===== src/arpr_pkg.sv =====
package arpr_pkg;

   localparam int CACHE_ENTRIES_DEF   = 16;
   localparam int REQUEST_ENTRIES_DEF = 16;
   localparam int PENDING_DEPTH_DEF   = 16;
   localparam int MAX_RESULTS         = 16;
   localparam int RES_CNT_W           = $clog2(MAX_RESULTS + 1);
   localparam int QUEUE_DEPTH         = 2;

   localparam logic [1:0] MODE_SEND = 2'd0;
   localparam logic [1:0] MODE_RECV = 2'd1;
   localparam logic [1:0] MODE_TICK = 2'd2;
   localparam logic [1:0] MODE_NONE = 2'd3;

   localparam logic [15:0] ETH_IPV4   = 16'h0800;
   localparam logic [15:0] ETH_ARP    = 16'h0806;
   localparam logic [15:0] ARP_OP_REQ = 16'd1;
   localparam logic [15:0] ARP_OP_REP = 16'd2;
   localparam logic [47:0] BCAST_MAC  = 48'hFFFF_FFFF_FFFF;

   localparam logic [1:0] KIND_IPV4_OUT = 2'd0;
   localparam logic [1:0] KIND_ARP_REQ  = 2'd1;
   localparam logic [1:0] KIND_ARP_REP  = 2'd2;
   localparam logic [1:0] KIND_DELIVER  = 2'd3;

   localparam logic [1:0] CSR_OWN_MAC  = 2'd0;
   localparam logic [1:0] CSR_OWN_IP   = 2'd1;
   localparam logic [1:0] CSR_LIFETIME = 2'd2;
   localparam logic [1:0] CSR_HOLDOFF  = 2'd3;

   localparam logic [31:0] LIFETIME_RST = 32'd30000;
   localparam logic [31:0] HOLDOFF_RST  = 32'd5000;

   typedef struct packed {
      logic [1:0]  mode;
      logic [31:0] gateway_ip;
      logic [15:0] packet_tag;
      logic [47:0] frame_dst_mac;
      logic [15:0] frame_ether_type;
      logic        payload_ok;
      logic [15:0] arp_opcode;
      logic [47:0] arp_sender_mac;
      logic [31:0] arp_sender_ip;
      logic [31:0] arp_target_ip;
      logic [31:0] elapsed_ms;
   } req_type;

   typedef struct packed {
      logic [1:0]  result_kind;
      logic [47:0] out_dst_mac;
      logic [31:0] out_target_ip;
      logic [47:0] out_target_mac;
      logic [15:0] out_tag;
      logic        last;
   } rsp_type;

   typedef struct packed {
      logic [47:0] own_mac;
      logic [31:0] own_ip;
      logic [31:0] cache_lifetime_ms;
      logic [31:0] request_holdoff_ms;
   } cfg_type;

   typedef enum logic [1:0] {
      OP_SEND,
      OP_DELIVER,
      OP_LEARN,
      OP_TICK
   } op_type;

   typedef struct packed {
      op_type      op;
      logic [31:0] ip;
      logic [15:0] tag;
      logic [47:0] mac;
      logic        reply_us;
      logic        req_us;
      logic [31:0] elapsed;
   } item_type;

   typedef enum logic [2:0] {
      B_IDLE,
      B_SCAN,
      B_DECIDE,
      B_EMIT,
      B_DRN_RD,
      B_DRN_CMP,
      B_DRN_FIN
   } back_state_type;

endpackage


===== src/arpr_front.sv =====
module arpr_front import arpr_pkg::*; (
   input  logic     clock,
   input  logic     reset,
   input  cfg_type  cfg,
   input  logic     req_valid,
   output logic     req_ready,
   input  req_type  req_data,
   output logic     item_valid,
   input  logic     item_ready,
   output item_type item
);

   logic     fv_ff, fv_in;
   item_type item_ff, item_in;
   item_type cls;
   logic     keep;
   logic     dst_ok;
   logic     accept;

   always_comb begin
      cls = '0;
      keep = 1'b0;
      dst_ok = (req_data.frame_dst_mac == BCAST_MAC) || (req_data.frame_dst_mac == cfg.own_mac);
      unique case (req_data.mode)
         MODE_SEND: begin
            keep = 1'b1;
            cls.op = OP_SEND;
            cls.ip = req_data.gateway_ip;
            cls.tag = req_data.packet_tag;
         end
         MODE_RECV: begin
            if (dst_ok && req_data.payload_ok) begin
               if (req_data.frame_ether_type == ETH_IPV4) begin
                  keep = 1'b1;
                  cls.op = OP_DELIVER;
                  cls.tag = req_data.packet_tag;
               end else if (req_data.frame_ether_type == ETH_ARP) begin
                  keep = 1'b1;
                  cls.op = OP_LEARN;
                  cls.ip = req_data.arp_sender_ip;
                  cls.mac = req_data.arp_sender_mac;
                  cls.reply_us = (req_data.arp_opcode == ARP_OP_REP)
                                 && (req_data.arp_target_ip == cfg.own_ip);
                  cls.req_us = (req_data.arp_opcode == ARP_OP_REQ)
                               && (req_data.arp_target_ip == cfg.own_ip);
               end
            end
         end
         MODE_TICK: begin
            keep = 1'b1;
            cls.op = OP_TICK;
            cls.elapsed = req_data.elapsed_ms;
         end
         default: keep = 1'b0;
      endcase
   end

   assign req_ready = !fv_ff || item_ready;
   assign accept = req_valid && req_ready;

   always_comb begin
      if (accept) begin
         fv_in = keep;
         item_in = cls;
      end else begin
         fv_in = fv_ff && !item_ready;
         item_in = item_ff;
      end
   end

   always_ff @(posedge clock) begin
      if (reset) begin
         fv_ff <= 1'b0;
      end else begin
         fv_ff <= fv_in;
      end
      item_ff <= item_in;
   end

   assign item_valid = fv_ff;
   assign item = item_ff;

endmodule


===== config.mk =====
export PLATFORM = sky130hd
export DESIGN_NAME = arpr_front
export DESIGN_NICKNAME = d
export VERILOG_FILES = /design/src/arpr_pkg.sv /design/src/arpr_front.sv
export SDC_FILE = /design/constraint.sdc
export NUM_CORES = 1
export LEC_CHECK = 0
export BUFFER_PORTS_ARGS = -buffer_cell sky130_fd_sc_hd__buf_2
export CORE_AREA = 2 2 215 217
export CTS_CLUSTER_DIAMETER = 50
export DETAILED_ROUTE_END_ITERATION = 6
export DIE_AREA = 0 0 217 219
export PLACE_DENSITY = 0.39
export SYNTH_ARGS = -nofsm -noshare
export SYNTH_HDL_FRONTEND = slang
export SYNTH_SLANG_ARGS = --single-unit

===== constraint.sdc =====
create_clock -name clock -period 5.2 [get_ports clock]
set_input_delay 0.78 -clock clock [delete_from_list [all_inputs] [get_ports clock]]
set_output_delay 0.78 -clock clock [all_outputs]
set_load 0.02 [all_outputs]

==> results.toml <==
[drt]
firstDrtPassIters = 4
wire_per_inst_um = 16.7
ant_nets = 0
drtIter0Drc = 224
drt-total-wl_um = 27300
via_per_inst = 3.73
routed-via-count = 6110
drc_errors = 0

[clock_tree]
postCtsSetupBuffers = 0
postCtsHoldBufs = 0
cts_root_buffer = "clkbuf_16"
tritoncts = "built"
clockBufferDepth = 2
cts_buffers = 17
cts_resized = 0
cts.sinks = 133
cts.htree.levels = 4
clk_latency_ns = 0.44
cts.reportedPaths.clkPinSlew_ns = 0.06

[timing]
setup_viol = 0
layout_min_cycle_time_ns = 2.92
skew_ns = 0.00453
tightest_slew_ns = 1.21
slew_headroom = 0.192
finalSetupTns_ns = 0
fin_crit_sh = 0.561
finalHoldViolations = 0
maxSlewViolCount = 0
rsz0062_at_grt = "false"
fmax_mhz = 343

[placement]
place_area_mm2 = 0.0100
portBuffers = 492
place_congestion = 0.864
dp_hpwl_um = 22300

[global_route]
gr-usage-all-layers = 0.110
antenna_found_initial = 4
grt-ovfl-total = 0
grt_pass1_wl_um = 37600
grt_max_degree = 63
grt_pass1_vias = 6128

[setup_path]
cp_cell_sequence = "buf_2 > xnor2_1 > nand4_1 > nor4_2 > nand4_1 > a21boi_0"
worstSetupPathType = "in2reg"
cp_data_required_time_ns = 5.47
cp_slowest_cell = "nand4_1"
r2r_slack_ns = 2.99
crit_top_cell = "nand4_1"
start_kind = "input pin"
cp-end-kind = "flip-flop"
cp.arrival_ns = 3.18
cpPeakStageDelay_ns = 0.73
path_max_fanout = 17

[synth]
synth_edf_count = 132
yosys_warnings = 0
yosysMostFrequentCell = "edfxtp_1"
mappedNetlistArea_mm2 = 0.00693
syn_nets = 959
ys.flop_type = "edfxtp_1"
syn_area_per_cell_um2 = 13.0
yosysSeqAreaShare = 0.575
synth.largest_area_cell = "edfxtp_1"
netlist_instances = 532
yosys_register_bits = 133
synthTopCellsByArea = "edfxtp_1 (57%), xnor2_1 (6.7%), o31ai_2 (5.6%), nor3b_1 (4.3%), nand4_1 (3.9%)"
synthArstFlopShare = 0
yosysUniqueCellTypes = 34
synth_largest_type_area_fraction = 0.572
yosys-top-cells-count = "edfxtp_1 (132), xnor2_1 (53), nand4_1 (43)"

[min_path]
hold_path.class = "in2reg"

[run]
drv_cap = 0

[pwr]
leakagePower_nw = 4.50
pwr_density_cell_mw_per_mm2 = 273
fin_total_pwr_mw = 2.89
ir_drop_mv = 0.177

[outcome]
outcome = "completed"

[floorplanning]
fp.coreArea_mm2 = 0.0451
die_x_um = 217
die-area_mm2 = 0.0475
initial_core_util = 0.154
rows = 78
pin_count = 557
die-height_um = 219

[final_layout]
drive_above_1_share = 0.558
finish.instance_area_mm2 = 0.0106
layout.nets = 1448
syn2layout_area_growth_pct = 52.8
fin_util = 0.235
-- through the flow --
stage,worst slack (ns),instances,hold WS (ns)
after floorplan,0.582,532,0.849
after global placement,1.86,1602,0.783
after detailed placement,1.76,1602,0.786
after CTS,2.29,1634,0.460
after global routing,2.17,1636,0.475
final,2.28,1636,0.499
-- routing by layer --
| layer | part of all wire | track usage |
|---|---|---|
| met5 | 0.00084 | 0 |
| met2 | 0.51 | 0.191 |
| met1 | 0.38 | 0.120 |
| met4 | 0.032 | 0.0518 |
| met3 | 0.078 | 0.0385 |
-- final timing paths --
kind,from,endpoint,cells past startpoint
max,req_data[183],item[86],6
min,reset,item_valid,2
max reg2reg,item_valid,item[90],3
min reg2reg,item_valid,item_valid,4
-- flip-flops by register name (all words and copies together) (netlist names) --
| name | count |
|---|---|
| item_valid | 1 |
| item | 132 |
-- cells in the final DEF, fill, tap and decap left out, types with 7 or more instances in the layout --
| master | count |
|---|---|
| nor4_1 | 17 |
| a21boi_0 | 7 |
| clkbuf_16 | 17 |
| and2_1 | 32 |
| nor3b_2 | 8 |
| o31ai_2 | 31 |
| nand4_1 | 43 |
| inv_1 | 34 |
| xor2_1 | 28 |
| buf_2 | 492 |
| nand2_1 | 35 |
| nor3b_1 | 40 |
| xnor2_1 | 53 |
| edfxtp_1 | 132 |
| a21boi_1 | 11 |
-- cells by family after synthesis --
| group | count (synthesis) | synth area share |
|---|---|---|
| and+or+nand+nor | 196 | 0.186 |
| AOI/OAI and AO/OA | 57 | 0.0860 |
| adders and majority gates | 4 | 0.00723 |
| DFF | 133 | 0.575 |
| xor gates and xnor gates | 81 | 0.102 |
| buffers and inverters | 61 | 0.0430 |
-- power by group --
| group | total, mW | internal (mW) | switching, mW |
|---|---|---|---|
| Clock | 1.17 | 0.698 | 0.475 |
| Sequential | 1.25 | 1.24 | 0.0115 |
| Combinational | 0.462 | 0.200 | 0.262 |
-- worst max-delay path, delay by kind of cell --
family	cells	cell delay, ns
simple gates	3	1.52
xor+xnor	1	0.38
compound gates	1	0.38
buf+inv	1	0.11
-- area by class of cell --
class                           count  area [µm²]
Fill cell                        4960       34500
Sequential cell                   133        3980
Multi-Input combinational cell    338        2650
Timing Repair Buffer              497        2500
Tap cell                          600         751
Clock buffer                       18         429
Clock inverter                     14         138
Inverter                           34         128
Antenna cell                        2        5.00
(Power assumes the default switching activity.)
