[src/arpr_pkg.sv]
package arpr_pkg;

   localparam int CACHE_ENTRIES_DEF   = 16;
   localparam int REQUEST_ENTRIES_DEF = 16;
   localparam int PENDING_DEPTH_DEF   = 16;
   localparam int MAX_RESULTS         = 16;
   localparam int RES_CNT_W           = $clog2(MAX_RESULTS + 1);
   localparam int QUEUE_DEPTH         = 2;

   localparam logic [1:0] MODE_SEND = 2'd0;
   localparam logic [1:0] MODE_RECV = 2'd1;
   localparam logic [1:0] MODE_TICK = 2'd2;
   localparam logic [1:0] MODE_NONE = 2'd3;

   localparam logic [15:0] ETH_IPV4   = 16'h0800;
   localparam logic [15:0] ETH_ARP    = 16'h0806;
   localparam logic [15:0] ARP_OP_REQ = 16'd1;
   localparam logic [15:0] ARP_OP_REP = 16'd2;
   localparam logic [47:0] BCAST_MAC  = 48'hFFFF_FFFF_FFFF;

   localparam logic [1:0] KIND_IPV4_OUT = 2'd0;
   localparam logic [1:0] KIND_ARP_REQ  = 2'd1;
   localparam logic [1:0] KIND_ARP_REP  = 2'd2;
   localparam logic [1:0] KIND_DELIVER  = 2'd3;

   localparam logic [1:0] CSR_OWN_MAC  = 2'd0;
   localparam logic [1:0] CSR_OWN_IP   = 2'd1;
   localparam logic [1:0] CSR_LIFETIME = 2'd2;
   localparam logic [1:0] CSR_HOLDOFF  = 2'd3;

   localparam logic [31:0] LIFETIME_RST = 32'd30000;
   localparam logic [31:0] HOLDOFF_RST  = 32'd5000;

   typedef struct packed {
      logic [1:0]  mode;
      logic [31:0] gateway_ip;
      logic [15:0] packet_tag;
      logic [47:0] frame_dst_mac;
      logic [15:0] frame_ether_type;
      logic        payload_ok;
      logic [15:0] arp_opcode;
      logic [47:0] arp_sender_mac;
      logic [31:0] arp_sender_ip;
      logic [31:0] arp_target_ip;
      logic [31:0] elapsed_ms;
   } req_type;

   typedef struct packed {
      logic [1:0]  result_kind;
      logic [47:0] out_dst_mac;
      logic [31:0] out_target_ip;
      logic [47:0] out_target_mac;
      logic [15:0] out_tag;
      logic        last;
   } rsp_type;

   typedef struct packed {
      logic [47:0] own_mac;
      logic [31:0] own_ip;
      logic [31:0] cache_lifetime_ms;
      logic [31:0] request_holdoff_ms;
   } cfg_type;

   typedef enum logic [1:0] {
      OP_SEND,
      OP_DELIVER,
      OP_LEARN,
      OP_TICK
   } op_type;

   typedef struct packed {
      op_type      op;
      logic [31:0] ip;
      logic [15:0] tag;
      logic [47:0] mac;
      logic        reply_us;
      logic        req_us;
      logic [31:0] elapsed;
   } item_type;

   typedef enum logic [2:0] {
      B_IDLE,
      B_SCAN,
      B_DECIDE,
      B_EMIT,
      B_DRN_RD,
      B_DRN_CMP,
      B_DRN_FIN
   } back_state_type;

endpackage

[src/arpr_fifo.sv]
module arpr_fifo import arpr_pkg::*; (
   input  logic     clock,
   input  logic     reset,
   input  logic     in_valid,
   output logic     in_ready,
   input  item_type in_item,
   output logic     out_valid,
   input  logic     out_ready,
   output item_type out_item
);

   localparam int AW = $clog2(QUEUE_DEPTH);
   localparam int CW = $clog2(QUEUE_DEPTH + 1);

   item_type        mem_ff [QUEUE_DEPTH];
   logic [AW-1:0]   wr_ff, wr_in, rd_ff, rd_in;
   logic [CW-1:0]   cnt_ff, cnt_in;
   logic            push, pop;

   assign in_ready = cnt_ff != CW'(QUEUE_DEPTH);
   assign out_valid = cnt_ff != '0;
   assign out_item = mem_ff[rd_ff];
   assign push = in_valid && in_ready;
   assign pop = out_valid && out_ready;

   always_comb begin
      wr_in = wr_ff;
      rd_in = rd_ff;
      cnt_in = cnt_ff;
      if (push) begin
         wr_in = (wr_ff == AW'(QUEUE_DEPTH - 1)) ? '0 : wr_ff + 1'b1;
      end
      if (pop) begin
         rd_in = (rd_ff == AW'(QUEUE_DEPTH - 1)) ? '0 : rd_ff + 1'b1;
      end
      if (push && !pop) begin
         cnt_in = cnt_ff + 1'b1;
      end else if (pop && !push) begin
         cnt_in = cnt_ff - 1'b1;
      end
   end

   always_ff @(posedge clock) begin
      if (reset) begin
         wr_ff <= '0;
         rd_ff <= '0;
         cnt_ff <= '0;
      end else begin
         wr_ff <= wr_in;
         rd_ff <= rd_in;
         cnt_ff <= cnt_in;
      end
      if (push) begin
         mem_ff[wr_ff] <= in_item;
      end
   end

endmodule

[config.mk]
export PLATFORM = sky130hd
export DESIGN_NAME = arpr_fifo
export DESIGN_NICKNAME = d
export VERILOG_FILES = /design/src/arpr_pkg.sv /design/src/arpr_fifo.sv
export SDC_FILE = /design/constraint.sdc
export NUM_CORES = 1
export LEC_CHECK = 0
export ABC_CLOCK_PERIOD_IN_PS = 9530
export BUFFER_PORTS_ARGS = -buffer_cell sky130_fd_sc_hd__clkbuf_2
export CAP_MARGIN = 20
export CORE_UTILIZATION = 45
export DETAILED_ROUTE_END_ITERATION = 12
export PLACE_DENSITY = 0.74
export SYNTH_ARGS = -nofsm -noshare
export SYNTH_HDL_FRONTEND = slang
export SYNTH_SLANG_ARGS = --single-unit
[constraint.sdc]
create_clock -name clock -period 9.53 [get_ports clock]
set_clock_uncertainty 0.15 [all_clocks]
set_input_delay 1.906 -clock clock [delete_from_list [all_inputs] [get_ports clock]]
set_output_delay 1.906 -clock clock [all_outputs]
set_load 0.05 [all_outputs]
==> flow_metrics.tcl <==
set metrics [dict create \
    outcome "finished, final reports clean" \
    synthCells 435 \
    first_pass_iters 4 \
    clk_path_buf_depth 3 \
    drt_drc_violations_left 0 \
    cts_root_buffer "sky130_fd_sc_hd__clkbuf_16" \
    clock_tree_from_tritoncts "yes" \
    vias_per_cell 4.91 \
    floorplan.initialDensity_pct 46.0 \
    layout_worst_path_cycle_share_pct 48.8 \
    via_count_of_the_first_global_routing_pass 5073 \
    die_ar_sq_um 23000 \
    postSynthNetCount 572 \
    globalRoute.totalOverflow 0 \
    detailed_route_via_count 5025 \
    die_height_um 152 \
    syn_area_per_cell_sq_um 23.2 \
    site_rows 54 \
    cts.htree.levels 1 \
    cts_hold_repair.buffers 0 \
    area_of_combinational_cells_with_multiple_inputs_sq_um 1910 \
    synth_warnings 0 \
    crit-reg2reg-launch "cnt_ff[0]$_SDFFE_PP0P_" \
    final_setup_margin_ns 4.88 \
    yosys.area.top_type_share_pct 78.7 \
    layout-drive-gt1-share_pct 60.0 \
    seq_area_frac_synth_pct 79.7 \
    synth_ff_type "sky130_fd_sc_hd__edfxtp_1" \
    nFillCells 1641 \
    slew_headroom_pct 25.3 \
    cts-buffers-inserted 27 \
    setup_viol 0 \
    finalPower_mw 3.86 \
    grt_util_all_layers_pct 14.9 \
    post_synth_instance_area_sq_um 10100 \
    path_max_fanout 63 \
    worstPathRequired_ns 7.47 \
    routed_wl_um 18200 \
    cellPowerDensity_nw_per_um2 309 \
    place_congestion 0.736 \
    postRouteAntennaNets 0 \
    cts_post_setup_buffers_inserted 0 \
    tightest_slew_ns 1.12 \
    clk_latency_ns 0.52 \
    first_pass_grt_wire_length_um 26200 \
    cts-resized-gates 0 \
    nets 860 \
    synth-async-reset-ratio_pct 0 \
    clkTransAtPathRegs_ns 0.06 \
    portBuffers 269 \
    period_minus_slack_ns 4.65 \
    clkSinkCount 269 \
    synth.cells.most_frequent "sky130_fd_sc_hd__edfxtp_1, sky130_fd_sc_hd__mux2_4, sky130_fd_sc_hd__mux2_2" \
    syn_to_final_growth_pct 24.1 \
    yosysUniqueCellTypes 20 \
    synth_top_area_cell "sky130_fd_sc_hd__edfxtp_1" \
    setup_total_negative_slack_ns 0 \
    synth_top_cells_by_area "sky130_fd_sc_hd__edfxtp_1, sky130_fd_sc_hd__mux2_4, sky130_fd_sc_hd__mux2_2, sky130_fd_sc_hd__buf_6, sky130_fd_sc_hd__dfxtp_1" \
    hold_start "rd_ff$_SDFFE_PP0P_" \
    p_leak_nw 4.87 \
    pre_cts_slack_ns 5.24 \
    worstSetupStartpointType "register" \
    io_pins 270 \
    detail_route.iter0.violations 232 \
    max_cap_viol_count 0 \
    total_of_flip_flops_plus_latches_after_synthesis 269 \
    clock.fmax_mhz 215 \
    post_drt_wl_per_cell_um 17.8 \
    grt_antenna_before_repair 1 \
    path_class "reg -> out" \
    worstHoldPathType "reg -> reg" \
    rsz_0062_raised_after_global_routing "no" \
    report.final.hold_viol_count 0 \
    sequential_cell_area_sq_um 8030 \
    timing_max_transition_violations_final 0 \
    critical_path.endpoint_type "output port" \
    detailedPlacementHpwl_um 12300 \
    grt_max_degree 82 \
    ir_worst_vdd_mv 0.209 \
    critical_path_arrival_ns 2.59 \
    die_x_extent_um 152 \
    number_of_flops_mapped_to_enable_cells_by_yosys 264 \
    floorplan.core_area_sq_um 21900 \
    synth.most_common_cell "sky130_fd_sc_hd__edfxtp_1" \
]
registers in the layout (all words and copies together) (netlist names), named ones only:
signal  count
cnt_ff      2
wr_ff       1
rd_ff       1
mem_ff    264
routing by layer:
layer  share of wire (%)  up-vias  track usage [%]
li1                    -     2306                -
met4                 2.5        0             5.45
met2                  49      224             25.4
met3                 8.9       35             4.22
met5                   0        -                0
met1                  40     2460             17.8
through the flow:
stage | hold slack [ns] | area (sq um) | utilization, % | instances
after CTS | 0.366 | 12500 | 57.0 | 1022
after floorplan | 0.321 | 10100 | - | 435
after global placement | 0.338 | 11700 | 53.3 | 973
final | 0.360 | 12500 | 57.2 | 1024
after detailed placement | 0.347 | 11700 | 53.3 | 973
after global routing | 0.416 | 12500 | 57.1 | 1023
cell usage in the layout, fill, tap and decap left out:
cell type	count
sky130_fd_sc_hd__clkbuf_8	4
sky130_fd_sc_hd__clkbuf_1	14
sky130_fd_sc_hd__mux2_4	80
sky130_fd_sc_hd__mux2_2	52
sky130_fd_sc_hd__clkbuf_16	27
sky130_fd_sc_hd__xor2_1	3
sky130_fd_sc_hd__inv_6	1
sky130_fd_sc_hd__ha_1	1
sky130_fd_sc_hd__diode_2	1
sky130_fd_sc_hd__a21bo_2	1
sky130_fd_sc_hd__buf_16	1
sky130_fd_sc_hd__buf_4	4
sky130_fd_sc_hd__o21ai_0	2
sky130_fd_sc_hd__dfxtp_4	1
sky130_fd_sc_hd__a21oi_1	2
sky130_fd_sc_hd__nand2b_1	1
sky130_fd_sc_hd__nor2_1	3
sky130_fd_sc_hd__dfxtp_1	4
sky130_fd_sc_hd__or3_1	1
sky130_fd_sc_hd__edfxtp_1	264
sky130_fd_sc_hd__clkinv_2	4
sky130_fd_sc_hd__and3_4	1
sky130_fd_sc_hd__nand3b_1	1
sky130_fd_sc_hd__and2_1	1
sky130_fd_sc_hd__or2_2	1
sky130_fd_sc_hd__clkbuf_2	269
path summary, 6_finish.rpt:
path	end	slack, ns	cells after the start
min	register	0.36	2
min reg2reg	register	0.36	2
max	out_item[120]	4.88	3
max reg2reg	mem_ff[1][115]$_DFFE_PP_	6.60	3
critical path, cell delays in order (launching register included):
cell                       delay [ns]
sky130_fd_sc_hd__dfxtp_4         0.46
sky130_fd_sc_hd__buf_4           0.83
sky130_fd_sc_hd__mux2_2          0.44
sky130_fd_sc_hd__clkbuf_2        0.24
cell type report:
cell class / instances / share of cell area, %
sequential: 269 / 64.2
multi-input combinational: 150 / 15.3
timing repair buffer: 274 / 11.2
clock buffer: 45 / 6.26
tap: 280 / 2.80
clock inverter: 4 / 0.160
inverter: 1 / 0.0700
antenna: 1 / 0.0200
logic make-up after synthesis:
group,share of synthesized area [%]
XOR/XNOR,0.261
buffers and inverters,1.44
AO/OA/AOI/OAI,0.298
AND/OR/NAND/NOR,0.497
adder cells (fa/ha/maj),0.124
multiplexers,17.7
flip-flops,79.7
power by group:
group,internal (mW),switching [mW],total (mW)
clock,0.555,0.402,0.958
sequential,1.48,0.0449,1.52
combinational,0.412,0.969,1.38
Power figures use the tool's default switching activity.
